File: src/design/automatic_gain_control_core_defines.svh
// Assertion macros for the file that checks the gain control core.
`ifndef AUTOMATIC_GAIN_CONTROL_CORE_DEFINES_SVH
`define AUTOMATIC_GAIN_CONTROL_CORE_DEFINES_SVH

// Checked only outside reset.
`define AGC_ASSERT(label, prop, msg) \
  label: assert property (@(posedge clk) disable iff (rst) prop) else $error(msg);

// Checked at every edge, reset included.
`define AGC_ASSERT_ALWAYS(label, prop, msg) \
  label: assert property (@(posedge clk) prop) else $error(msg);

`endif

File: src/design/agc_pkg.sv
package agc_pkg;

  localparam int SAMPLE_W = 16;
  localparam int GAIN_W = 32;
  localparam int STEP_NUM_W = 12;
  localparam int STEP_SHIFT = 16;

  localparam logic [14:0] MAX_LEVEL = 15'h7FFF;
  localparam logic [STEP_NUM_W-1:0] STEP_NUM = 12'd3277;
  localparam logic [GAIN_W-1:0] GAIN_RESET = 32'd65536;

  // Controller sequence for one request.
  typedef enum logic [2:0] {
    ST_IDLE,
    ST_DIV,
    ST_DIFF,
    ST_SCALE,
    ST_UPDATE,
    ST_CLAMP,
    ST_PRODUCT,
    ST_DONE
  } agc_state_t;

  // Commands from the controller to the datapath.
  typedef struct packed {
    logic load;
    logic div_step;
    logic diff_en;
    logic scale_en;
    logic update_en;
    logic clamp_en;
    logic prod_en;
    logic out_load;
  } agc_cmd_t;

  // Status from the datapath to the controller.
  typedef struct packed {
    logic skip_div;
    logic div_last;
  } agc_status_t;

endpackage

File: src/design/agc_in_if.sv
interface agc_in_if import agc_pkg::*; ();
  logic valid;
  logic ready;
  logic signed [SAMPLE_W-1:0] sample;
  logic end_of_block;

  modport source (output valid, output sample, output end_of_block, input ready);
  modport sink (input valid, input sample, input end_of_block, output ready);
endinterface

File: src/design/agc_out_if.sv
interface agc_out_if import agc_pkg::*; ();
  logic valid;
  logic ready;
  logic signed [SAMPLE_W-1:0] sample_out;
  logic saturated;
  logic end_of_block_out;

  modport source (output valid, output sample_out, output saturated,
                  output end_of_block_out, input ready);
  modport sink (input valid, input sample_out, input saturated,
                input end_of_block_out, output ready);
endinterface

File: src/design/automatic_gain_control_core.sv
// Channel   Dir  Fields
// in_chan   in   sample, end_of_block
// out_chan  out  sample_out, saturated, end_of_block_out
// cfg       in   cfg_we, cfg_wdata (gain limit)
//
// A request is processed to completion before the next one is accepted; the
// gain divider produces one quotient bit per cycle.
// Samples with magnitude 0 or 1 bypass the divider.
// Reset is synchronous; it restores the gain and the gain limit to 65536.
// A finished result waits in the output register while the next request is
// accepted; the core stalls only at its last step if that register is full.
module automatic_gain_control_core import agc_pkg::*; #(
  parameter int GAIN_FRACTION_BITS = 16
) (
  input  logic              clk,
  input  logic              rst,
  agc_in_if.sink            in_chan,
  agc_out_if.source         out_chan,
  input  logic              cfg_we,
  input  logic [GAIN_W-1:0] cfg_wdata
);

  agc_cmd_t    cmd;
  agc_status_t status;
  logic        in_ready;
  logic        out_valid;

  // Sequencer.
  agc_ctrl u_ctrl (
    .clk       (clk),
    .rst       (rst),
    .in_valid  (in_chan.valid),
    .out_ready (out_chan.ready),
    .status    (status),
    .in_ready  (in_ready),
    .out_valid (out_valid),
    .cmd       (cmd)
  );

  // Divider, gain update and output arithmetic.
  agc_datapath #(
    .GAIN_FRACTION_BITS (GAIN_FRACTION_BITS)
  ) u_datapath (
    .clk              (clk),
    .rst              (rst),
    .cmd              (cmd),
    .sample           (in_chan.sample),
    .end_of_block     (in_chan.end_of_block),
    .cfg_we           (cfg_we),
    .cfg_wdata        (cfg_wdata),
    .status           (status),
    .sample_out       (out_chan.sample_out),
    .saturated        (out_chan.saturated),
    .end_of_block_out (out_chan.end_of_block_out)
  );

  assign in_chan.ready = in_ready;
  assign out_chan.valid = out_valid;

`include "automatic_gain_control_core_defines.svh"

  // Once a request is accepted, no other is taken while it is processed.
  `AGC_ASSERT(a_busy_after_accept, in_chan.valid && in_chan.ready |=> !in_chan.ready, "request accepted while busy")
  // A result is never written over one that was not taken.
  `AGC_ASSERT(a_no_overwrite, cmd.out_load |-> (!out_chan.valid || out_chan.ready), "result overwritten")
  // Output valid rises only when a result is loaded.
  `AGC_ASSERT(a_valid_source, $rose(out_chan.valid) |-> $past(cmd.out_load), "spurious output valid")
  // The core is ready for a request right after reset.
  `AGC_ASSERT_ALWAYS(a_ready_after_reset, rst |=> in_chan.ready && !out_chan.valid, "not idle after reset")

endmodule

File: src/design/agc_ctrl.sv
module agc_ctrl import agc_pkg::*; (
  input  logic        clk,
  input  logic        rst,
  input  logic        in_valid,
  input  logic        out_ready,
  input  agc_status_t status,
  output logic        in_ready,
  output logic        out_valid,
  output agc_cmd_t    cmd
);

  agc_state_t state, state_next;
  logic out_valid_next;

  // State register and output valid flag.
  always_ff @(posedge clk) begin
    if (rst) begin
      state <= ST_IDLE;
      out_valid <= 1'b0;
    end else begin
      state <= state_next;
      out_valid <= out_valid_next;
    end
  end

  // Next state and datapath commands.
  always_comb begin
    state_next = state;
    cmd = '0;
    in_ready = 1'b0;
    case (state)
      ST_IDLE: begin
        in_ready = 1'b1;
        if (in_valid) begin
          cmd.load = 1'b1;
          state_next = ST_DIV;
        end
      end
      ST_DIV: begin
        if (status.skip_div) begin
          state_next = ST_DIFF;
        end else begin
          cmd.div_step = 1'b1;
          if (status.div_last) state_next = ST_DIFF;
        end
      end
      ST_DIFF: begin
        cmd.diff_en = 1'b1;
        state_next = ST_SCALE;
      end
      ST_SCALE: begin
        cmd.scale_en = 1'b1;
        state_next = ST_UPDATE;
      end
      ST_UPDATE: begin
        cmd.update_en = 1'b1;
        state_next = ST_CLAMP;
      end
      ST_CLAMP: begin
        cmd.clamp_en = 1'b1;
        state_next = ST_PRODUCT;
      end
      ST_PRODUCT: begin
        cmd.prod_en = 1'b1;
        state_next = ST_DONE;
      end
      ST_DONE: begin
        // Wait until the output register is free.
        if (!out_valid || out_ready) begin
          cmd.out_load = 1'b1;
          state_next = ST_IDLE;
        end
      end
      default: begin
        state_next = ST_IDLE;
      end
    endcase
  end

  // The output stays valid until the sink takes it.
  always_comb begin
    if (cmd.out_load) begin
      out_valid_next = 1'b1;
    end else if (out_ready) begin
      out_valid_next = 1'b0;
    end else begin
      out_valid_next = out_valid;
    end
  end

endmodule

File: src/design/agc_datapath.sv
module agc_datapath import agc_pkg::*; #(
  parameter int GAIN_FRACTION_BITS = 16
) (
  input  logic                       clk,
  input  logic                       rst,
  input  agc_cmd_t                   cmd,
  input  logic signed [SAMPLE_W-1:0] sample,
  input  logic                       end_of_block,
  input  logic                       cfg_we,
  input  logic [GAIN_W-1:0]          cfg_wdata,
  output agc_status_t                status,
  output logic signed [SAMPLE_W-1:0] sample_out,
  output logic                       saturated,
  output logic                       end_of_block_out
);

  localparam int NW = 15 + GAIN_FRACTION_BITS;
  localparam int QW = (NW > GAIN_W) ? NW : GAIN_W + 1;
  localparam int CW = $clog2(NW);
  localparam int SW = GAIN_W + STEP_NUM_W;
  localparam int PW = SAMPLE_W + GAIN_W;
  localparam logic [NW-1:0] DIV_NUM = {MAX_LEVEL, {GAIN_FRACTION_BITS{1'b0}}};
  localparam logic [PW-1:0] LIMIT = {{(PW-15){1'b0}}, MAX_LEVEL} << GAIN_FRACTION_BITS;

  logic [GAIN_W-1:0]   gain_limit;
  logic [GAIN_W-1:0]   gain;
  logic [SAMPLE_W-1:0] mag;
  logic                neg;
  logic                eob;
  logic [NW-1:0]       nq;
  logic [SAMPLE_W-1:0] rem;
  logic [CW-1:0]       cnt;
  logic [GAIN_W-1:0]   diff;
  logic                up;
  logic [SW-1:0]       scaled;
  logic [PW-1:0]       prod;

  logic [SAMPLE_W-1:0] mag_in;
  logic [SAMPLE_W:0]   trial;
  logic                ge;
  logic [QW-1:0]       q_ext;
  logic [GAIN_W-1:0]   target;
  logic [SW-STEP_SHIFT-1:0] step_floor;
  logic                step_frac;
  logic [GAIN_W-1:0]   gain_upd;
  logic [PW-1:0]       prod_shift;
  logic [14:0]         level;
  logic                clip;

  // Configuration register.
  always_ff @(posedge clk) begin
    if (rst) begin
      gain_limit <= GAIN_RESET;
    end else if (cfg_we) begin
      gain_limit <= cfg_wdata;
    end
  end

  // Magnitude of the incoming sample; the most negative value maps to 32768.
  assign mag_in = sample[SAMPLE_W-1] ? SAMPLE_W'(-sample) : SAMPLE_W'(sample);

  // Capture the request.
  always_ff @(posedge clk) begin
    if (cmd.load) begin
      mag <= mag_in;
      neg <= sample[SAMPLE_W-1];
      eob <= end_of_block;
    end
  end

  // Restoring divider, one quotient bit per cycle, quotient shifts into nq.
  assign trial = {rem, nq[NW-1]};
  assign ge = trial >= {1'b0, mag};

  always_ff @(posedge clk) begin
    if (cmd.load) begin
      nq <= DIV_NUM;
      rem <= '0;
      cnt <= '0;
    end else if (cmd.div_step) begin
      nq <= {nq[NW-2:0], ge};
      rem <= ge ? SAMPLE_W'(trial - {1'b0, mag}) : trial[SAMPLE_W-1:0];
      cnt <= cnt + 1'b1;
    end
  end

  assign status.skip_div = (mag[SAMPLE_W-1:1] == '0);
  assign status.div_last = (cnt == CW'(NW - 1));

  // Target gain: the gain limit when the divider is skipped, else the quotient, saturated if it does not fit.
  assign q_ext = QW'(nq);
  always_comb begin
    if (status.skip_div) begin
      target = gain_limit;
    end else if (|q_ext[QW-1:GAIN_W]) begin
      target = '1;
    end else begin
      target = q_ext[GAIN_W-1:0];
    end
  end

  // Distance to the target and its direction.
  always_ff @(posedge clk) begin
    if (cmd.diff_en) begin
      up <= target >= gain;
      diff <= (target >= gain) ? target - gain : gain - target;
    end
  end

  // Scale the distance by the step fraction.
  always_ff @(posedge clk) begin
    if (cmd.scale_en) begin
      scaled <= SW'(diff) * SW'(STEP_NUM);
    end
  end

  // Step toward the target: floor when rising, ceiling when falling.
  assign step_floor = scaled[SW-1:STEP_SHIFT];
  assign step_frac = |scaled[STEP_SHIFT-1:0];
  assign gain_upd = up ? gain + GAIN_W'(step_floor)
                       : gain - GAIN_W'(step_floor) - GAIN_W'(step_frac);

  // Running gain: update, then clamp to the configured limit.
  always_ff @(posedge clk) begin
    if (rst) begin
      gain <= GAIN_RESET;
    end else if (cmd.update_en) begin
      gain <= gain_upd;
    end else if (cmd.clamp_en && gain > gain_limit) begin
      gain <= gain_limit;
    end
  end

  // Apply the gain to the sample magnitude.
  always_ff @(posedge clk) begin
    if (cmd.prod_en) begin
      prod <= PW'(mag) * PW'(gain);
    end
  end

  // Truncate and saturate, then restore the sign.
  assign prod_shift = prod >> GAIN_FRACTION_BITS;
  assign clip = prod > LIMIT;
  assign level = clip ? MAX_LEVEL : prod_shift[14:0];

  always_ff @(posedge clk) begin
    if (cmd.out_load) begin
      sample_out <= neg ? SAMPLE_W'(-{1'b0, level}) : SAMPLE_W'({1'b0, level});
      saturated <= clip;
      end_of_block_out <= eob;
    end
  end

endmodule
File: src/flat_wrapper.sv
// flat-port wrapper written by rule: the top's interface ports become plain ports
module automatic_gain_control_core_flat import agc_pkg::*;
#(
  parameter int GAIN_FRACTION_BITS = 16
)
  (clk, rst, cfg_we, cfg_wdata, in_chan_valid, in_chan_sample, in_chan_end_of_block, in_chan_ready, out_chan_valid, out_chan_sample_out, out_chan_saturated, out_chan_end_of_block_out, out_chan_ready);
  agc_in_if in_chan_i ();
  agc_out_if out_chan_i ();
  input  logic clk;
  input  logic rst;
  input  logic cfg_we;
  input  logic [GAIN_W-1:0] cfg_wdata;
  input wire logic [$bits(in_chan_i.valid)-1:0] in_chan_valid;
  input wire logic [$bits(in_chan_i.sample)-1:0] in_chan_sample;
  input wire logic [$bits(in_chan_i.end_of_block)-1:0] in_chan_end_of_block;
  output wire logic [$bits(in_chan_i.ready)-1:0] in_chan_ready;
  output wire logic [$bits(out_chan_i.valid)-1:0] out_chan_valid;
  output wire logic [$bits(out_chan_i.sample_out)-1:0] out_chan_sample_out;
  output wire logic [$bits(out_chan_i.saturated)-1:0] out_chan_saturated;
  output wire logic [$bits(out_chan_i.end_of_block_out)-1:0] out_chan_end_of_block_out;
  input wire logic [$bits(out_chan_i.ready)-1:0] out_chan_ready;
  assign in_chan_i.valid = in_chan_valid;
  assign in_chan_i.sample = in_chan_sample;
  assign in_chan_i.end_of_block = in_chan_end_of_block;
  assign in_chan_ready = in_chan_i.ready;
  assign out_chan_valid = out_chan_i.valid;
  assign out_chan_sample_out = out_chan_i.sample_out;
  assign out_chan_saturated = out_chan_i.saturated;
  assign out_chan_end_of_block_out = out_chan_i.end_of_block_out;
  assign out_chan_i.ready = out_chan_ready;
  automatic_gain_control_core #(.GAIN_FRACTION_BITS(GAIN_FRACTION_BITS)) u_core (.clk(clk), .rst(rst), .in_chan(in_chan_i), .out_chan(out_chan_i), .cfg_we(cfg_we), .cfg_wdata(cfg_wdata));
endmodule
File: config.mk
export PLATFORM = sky130hd
export DESIGN_NAME = automatic_gain_control_core_flat
export DESIGN_NICKNAME = d
export VERILOG_FILES = /design/src/design/agc_pkg.sv /design/src/design/agc_in_if.sv /design/src/design/agc_out_if.sv /design/src/design/automatic_gain_control_core.sv /design/src/design/agc_ctrl.sv /design/src/design/agc_datapath.sv /design/src/flat_wrapper.sv
export VERILOG_INCLUDE_DIRS = /design/src /design/src/design
export SDC_FILE = /design/constraint.sdc
export NUM_CORES = 2
export LEC_CHECK = 0
export ABC_CLOCK_PERIOD_IN_PS = 13800
export BUFFER_PORTS_ARGS = -buffer_cell sky130_fd_sc_hd__buf_4
export CORE_MARGIN = 4
export CORE_UTILIZATION = 25
export DETAILED_ROUTE_END_ITERATION = 10
export GPL_ROUTABILITY_DRIVEN = 1
export MAX_ROUTING_LAYER = met4
export PLACE_DENSITY_LB_ADDON = 0.2
export SETUP_SLACK_MARGIN = 0.15
export SYNTH_ARGS = -nofsm -noshare
export SYNTH_HDL_FRONTEND = slang
export SYNTH_HIERARCHICAL = 1
export SYNTH_SLANG_ARGS = --single-unit
File: constraint.sdc
create_clock -name clk -period 13.8 [get_ports clk]
set_input_delay 1.38 -clock clk [delete_from_list [all_inputs] [get_ports clk]]
set_output_delay 1.38 -clock clk [all_outputs]
set_load 0.02 [all_outputs]
## Word level (Yosys, flattened, before mapping)

Index checks and enable logic that the tools add are counted.
Widths: inputs -> output; s select.

- Muxes and demuxes: 28
- Multiply operators: 2
- Equal/unequal tests: 11
- Magnitude comparators: 4
- Add/sub/neg operators: 9
- Reductions and logical operators: 9

Operator list:

| kind | count |
|---|---|
| $mux 32 | 5 |
| $sub 32x32->32 | 2 |
| $gt 48x31->1 const B | 1 |
| $mul 16x32->48 | 1 |
| $mux 15 | 3 |
| $mul 32x12->44 const B | 1 |
| $add 32x28->32 | 1 |
| $ge 32x32->1 | 1 |
| $gt 32x32->1 | 1 |
| $sub 32x1->32 | 1 |
| $sub 32x28->32 | 1 |
| $pmux 3 s8 | 1 |
| $ge 17x16->1 | 1 |
| $mux 16 | 1 |
| $neg 15->16 | 1 |
| $neg 16->16 | 1 |
| $reduce_or 16->1 | 1 |
| $sub 16x16->16 | 1 |
| $logic_not 15->1 | 1 |
| $mux 1 | 14 |
| $eq 3x3->1 const B | 4 |
| $mux 3 | 4 |
| $eq 3x2->1 const B | 2 |
| $add 5x1->5 const B | 1 |
| other kinds (10) | 12 |

- Register bits after elaboration: 281
- Logic and storage cells: 82
- Bits of input ports: 54

## Depth between registers and ports, before layout

- Depth after elaboration: 5
- Gate-level depth with buffers: 26

## By module

Netlist, hierarchy kept.

By module, submodules not included:

| module | sequential area each (um^2) | cells each | area each (um^2) | times used |
|---|---|---|---|---|
| agc_datapath | 7156.9 | 4662 | 41508.6 | 1 |
| agc_ctrl | 80.1 | 31 | 251.5 | 1 |

## Least setup slack after synthesis

Ideal clock, no wire load.

- Path kind: register to register
- Start point: register u_core.u_datapath.mag[4]
- End point: register u_core.u_datapath.prod[43] (data pin)
- Slack: 6.970 ns
- Stages on the path, launching flop included: 26
- Library setup time: 0.262 ns
- Data required time: 13.538 ns
- Arrival time: 6.568 ns
- Path through: edfxtp_1 -> clkbuf_1 -> clkinv_1 -> clkbuf_1 -> nor2_1 -> fa_1 -> inv_1 -> fa_1 -> fa_1 -> inv_1 -> fa_1 -> fa_1 -> inv_1 -> fa_1 -> inv_1 -> ha_1 -> and3_1 -> and3_1 -> o41a_1 -> a31o_2 -> o21ai_1 -> nor3b_1 -> o41ai_2 -> a311oi_1 -> o21bai_1 -> xor2_1

- Cells in the longest elaborated chain, start to end: 1

Ends and longest elaborated chain:

| what | line | RTL |
|---|---|---|
| start: declaration | agc_datapath.sv:27 | `logic [SAMPLE_W-1:0] mag;` |
| start signal: assignment | agc_datapath.sv:65 | `mag <= mag_in;` |
| $mul 16x32->48 | agc_datapath.sv:137 | `prod <= PW'(mag) * PW'(gain);` |
| end signal: assignment | agc_datapath.sv:137 |  |
| end: declaration | agc_datapath.sv:36 | `logic [PW-1:0] prod;` |

No other way between the ends.
A chain may end at the register's enable or synchronous reset.

## Final worst setup path

- Start point: register u_core.u_datapath.mag[5]
- End point: register u_core.u_datapath.prod[41] (data pin)

Same word-level chain as after synthesis.

==> results.toml <==
[synth]
async_flop_share = 0
ys_top_cells_by_count = "inv_1 (809), fa_1 (564), nand2_1 (495)"
ys_warn_count = 6
synth.distinct_cells = 80
synth.yosys.seq_area_share = 0.173
syn_area_per_cell_um2 = 8.90
synth_seq_cells = 281
synth_cells = 4693
syn_nets = 5796
synth_edf_count = 161
yosysMostFrequentCell = "inv_1"
synth.top_cell.area_share = 0.270
ys.flop_type = "edfxtp_1"
syn_area_um2 = 41800
yosysTopAreaCell = "fa_1"
synthTopCellsByArea = "fa_1 (27%), ha_1 (15%), edfxtp_1 (12%)"

[floorplanning]
initial_core_util = 0.252
die_w_um = 417
ios = 74
dieArea_um2 = 174000
die_y_um = 417
num_rows = 149
core_area_um2 = 166000

[timing]
slew_headroom = 0.0886
fin_crit_sh = 0.586
final-setup-viol-count = 0
slew_violations = 0
fin_tns_setup_ns = 0
finalWorstPathRequiredPeriod_ns = 8.09
timing.fmax_mhz = 124
worstMarginPinSlew_ns = 1.35
fin_worst_skew_ns = 0.0216
finalHoldViolations = 0
rsz0062_at_grt = "no"

[clocking]
cts_sinks = 281
path_clk_slew_ns = 0.06
cts_made_buffers = 40
cts_tree = "done"
holdBufCountCts = 0
cts_resized = 0
cts_root_buf = "clkbuf_16"
cts_buffer_depth = 3
post_cts_buffers = 0
clock_latency_ns = 0.61
ctsHtreeMaxLevel = 2

[cells_and_area]
fillCellCount = 17869
area_delta_synth_final_pct = 10.4
final_nets = 5775
utilization = 0.278
drive_gt1_frac = 0.0497

[critical_path]
cp.required_ns = 14.16
slowest_stage = "clkinv_1"
worstReg2RegStart = "u_core/u_datapath/mag[5]"
path_class = "reg2reg"
worst-path-buf-inv = 5
cp_cell_sequence = "clkinv_1, nor2_1, fa_1, inv_1, fa_1, fa_1, inv_1, fa_1, fa_1, inv_1, fa_1, inv_1, ha_1, and3_1, and3_1, o41a_1, a31o_2, o21ai_1, o21ai_0, a41o_1, a21oi_1, o21ai_1, xor2_1"
cp_common_cell = "fa_1"
cp-start-kind = "flop"
rrSetupSlack_ns = 5.71
timing.rr.end = "u_core/u_datapath/prod[41]"
cpLargestDelayFamily = "adder cells"
worstPathMaxFanout = 26
cp-end-kind = "flop"
reg2reg_depth = 23
cpPeakStageDelay_ns = 0.77
crit_arrival_ns = 8.45

[placed_design]
hpwl_um = 111000
portBuffers = 73
place.gp.congestion = 0.886

[routing]
num_vias = 32265
drcViolationCount = 0
ant_nets = 0
routed_wl_um = 137000
wl_per_cell_um = 19.9
drtPass1Iterations = 5
vias_per_cell = 4.68
drt_iter0_drc = 2016

[min_path]
worstHoldPathType = "reg2reg"
hp-start = "u_core/u_datapath/eob"
hold-path-endpoint = "u_core/u_datapath/end_of_block_out"
hold_depth = 0

[pwr]
powerDensity_nw_per_um2 = 54.2
p_leak_nw = 21.5
vdd_ir_drop_max_mv = 0.0687

[grt]
grt-ovfl-total = 0
grt_first_pass_wirelength_um = 207000
grt_max_degree = 64
grt_util_all_layers = 0.162
antenna_found_initial = 4
grt_pass1_vias = 32532

[job]
maxCapViolCount = 0

[run_status]
status = "finished clean"
## placed cells by master, fill, tap and decap left out, drive strengths merged, types with 10 or more instances in the layout
master,Yosys,routed
ha,485,485
mux2i,80,80
edfxtp,161,161
o21ai,156,156
a21oi,241,241
buf,40,124
nand4,44,44
o21a,21,21
inv,810,814
nand2,495,495
clkbuf,147,54
nor2,435,435
nor4,28,28
o311ai,14,14
o41ai,10,10
and2,14,14
or2,12,12
o21bai,25,25
or3,22,22
nor3,43,43
and3,21,21
a21o,142,142
fa,564,564
and4,12,12
dfxtp,120,120
o31ai,17,17
nand2b,28,28
xor2,60,60
xnor2,132,132
a31oi,27,27
o211ai,27,27
nand3,43,43
a211oi,45,45
clkinv,25,34
nor2b,29,29
## metal layers
metal,track usage,vias up,part of all wire
met3,0.0229,171,0.051
met4,0.0516,0,0.036
met5,-,-,0
li1,-,15303,-
met1,0.213,16037,0.45
met2,0.257,754,0.47
## cell type report
type / instances / area [um2] / share of cell area
Antenna cell: 2 / 5.00 / 0.000109
Clock buffer: 54 / 1110 / 0.0242
Clock inverter: 20 / 249 / 0.00540
Inverter: 835 / 3130 / 0.0680
Multi-Input combinational cell: 3390 / 30700 / 0.666
Sequential cell: 281 / 7240 / 0.157
Tap cell: 2189 / 2740 / 0.0594
Timing Repair Buffer: 124 / 931 / 0.0202
## flip-flops by register name, summed over array words and instances, names as in the netlist
name,cells
u_core/u_datapath/diff,32
u_core/u_datapath/sample_out,16
u_core/u_datapath/cnt,5
u_core/u_ctrl/out_valid,1
u_core/u_datapath/gain,32
u_core/u_datapath/nq,31
u_core/u_datapath/rem,16
u_core/u_datapath/neg,1
u_core/u_datapath/eob,1
u_core/u_datapath/scaled,44
u_core/u_datapath/gain_limit,32
u_core/u_datapath/prod,48
u_core/u_datapath/up,1
u_core/u_datapath/end_of_block_out,1
u_core/u_ctrl/state,3
u_core/u_datapath/mag,16
u_core/u_datapath/saturated,1
## where the power goes
| part | internal (mW) | switching, mW | leakage [nW] | total [mW] |
|---|---|---|---|---|
| Sequential | 0.914 | 0.0322 | 2.44 | 0.946 |
| Clock | 0.663 | 0.436 | 0.667 | 1.10 |
| Combinational | 0.165 | 0.290 | 18.4 | 0.455 |
| Total | 1.74 | 0.758 | 21.5 | 2.50 |
## cells by family after synthesis
group,Yosys count,share of synthesized area
compound gates,815,0.127
fa+ha+maj,1049,0.416
xor+xnor,192,0.0403
flops,281,0.173
simple gates,1253,0.131
buf+inv,1022,0.0929
mux,81,0.0194
## metrics by stage
step | setup WS, ns | total power [mW] | hold slack (ns) | instance area, um2 | instances
after floorplan | 6.97 | 1.26 | 0.400 | 41800 | 4693
after global placement | 5.91 | 1.42 | 0.402 | 44700 | 6819
after detailed placement | 5.83 | 1.42 | 0.407 | 44700 | 6819
after CTS | 5.80 | 2.55 | 0.422 | 46100 | 6893
after global routing | 5.22 | 2.63 | 0.439 | 46100 | 6893
final | 5.71 | 2.50 | 0.424 | 46100 | 6895
## worst reg2reg max path, cell delays in order (launching register included)
cell      delay [ns]
edfxtp_1        0.54
clkinv_1        0.77
nor2_1          0.39
fa_1            0.46
inv_1           0.09
fa_1            0.44
fa_1            0.52
inv_1           0.06
fa_1            0.49
fa_1            0.49
inv_1           0.05
fa_1            0.47
inv_1           0.04
ha_1            0.38
and3_1          0.23
and3_1          0.16
o41a_1          0.46
a31o_2          0.27
o21ai_1         0.36
o21ai_0         0.28
a41o_1          0.34
a21oi_1         0.28
o21ai_1         0.13
xor2_1          0.15
## worst max path at each step
stage / cells past startpoint / to / startpoint
after floorplan: 25 / u_core/u_datapath/prod[43] / u_core/u_datapath/mag[4]
after global placement: 23 / u_core/u_datapath/prod[41] / u_core/u_datapath/mag[4]
after detailed placement: 23 / u_core/u_datapath/prod[43] / u_core/u_datapath/mag[6]
after CTS: 23 / u_core/u_datapath/prod[43] / u_core/u_datapath/mag[4]
after global routing: 23 / u_core/u_datapath/prod[42] / u_core/u_datapath/mag[6]
final: 23 / u_core/u_datapath/prod[41] / u_core/u_datapath/mag[5]
No activity file was read; power rests on OpenSTA's default activity.
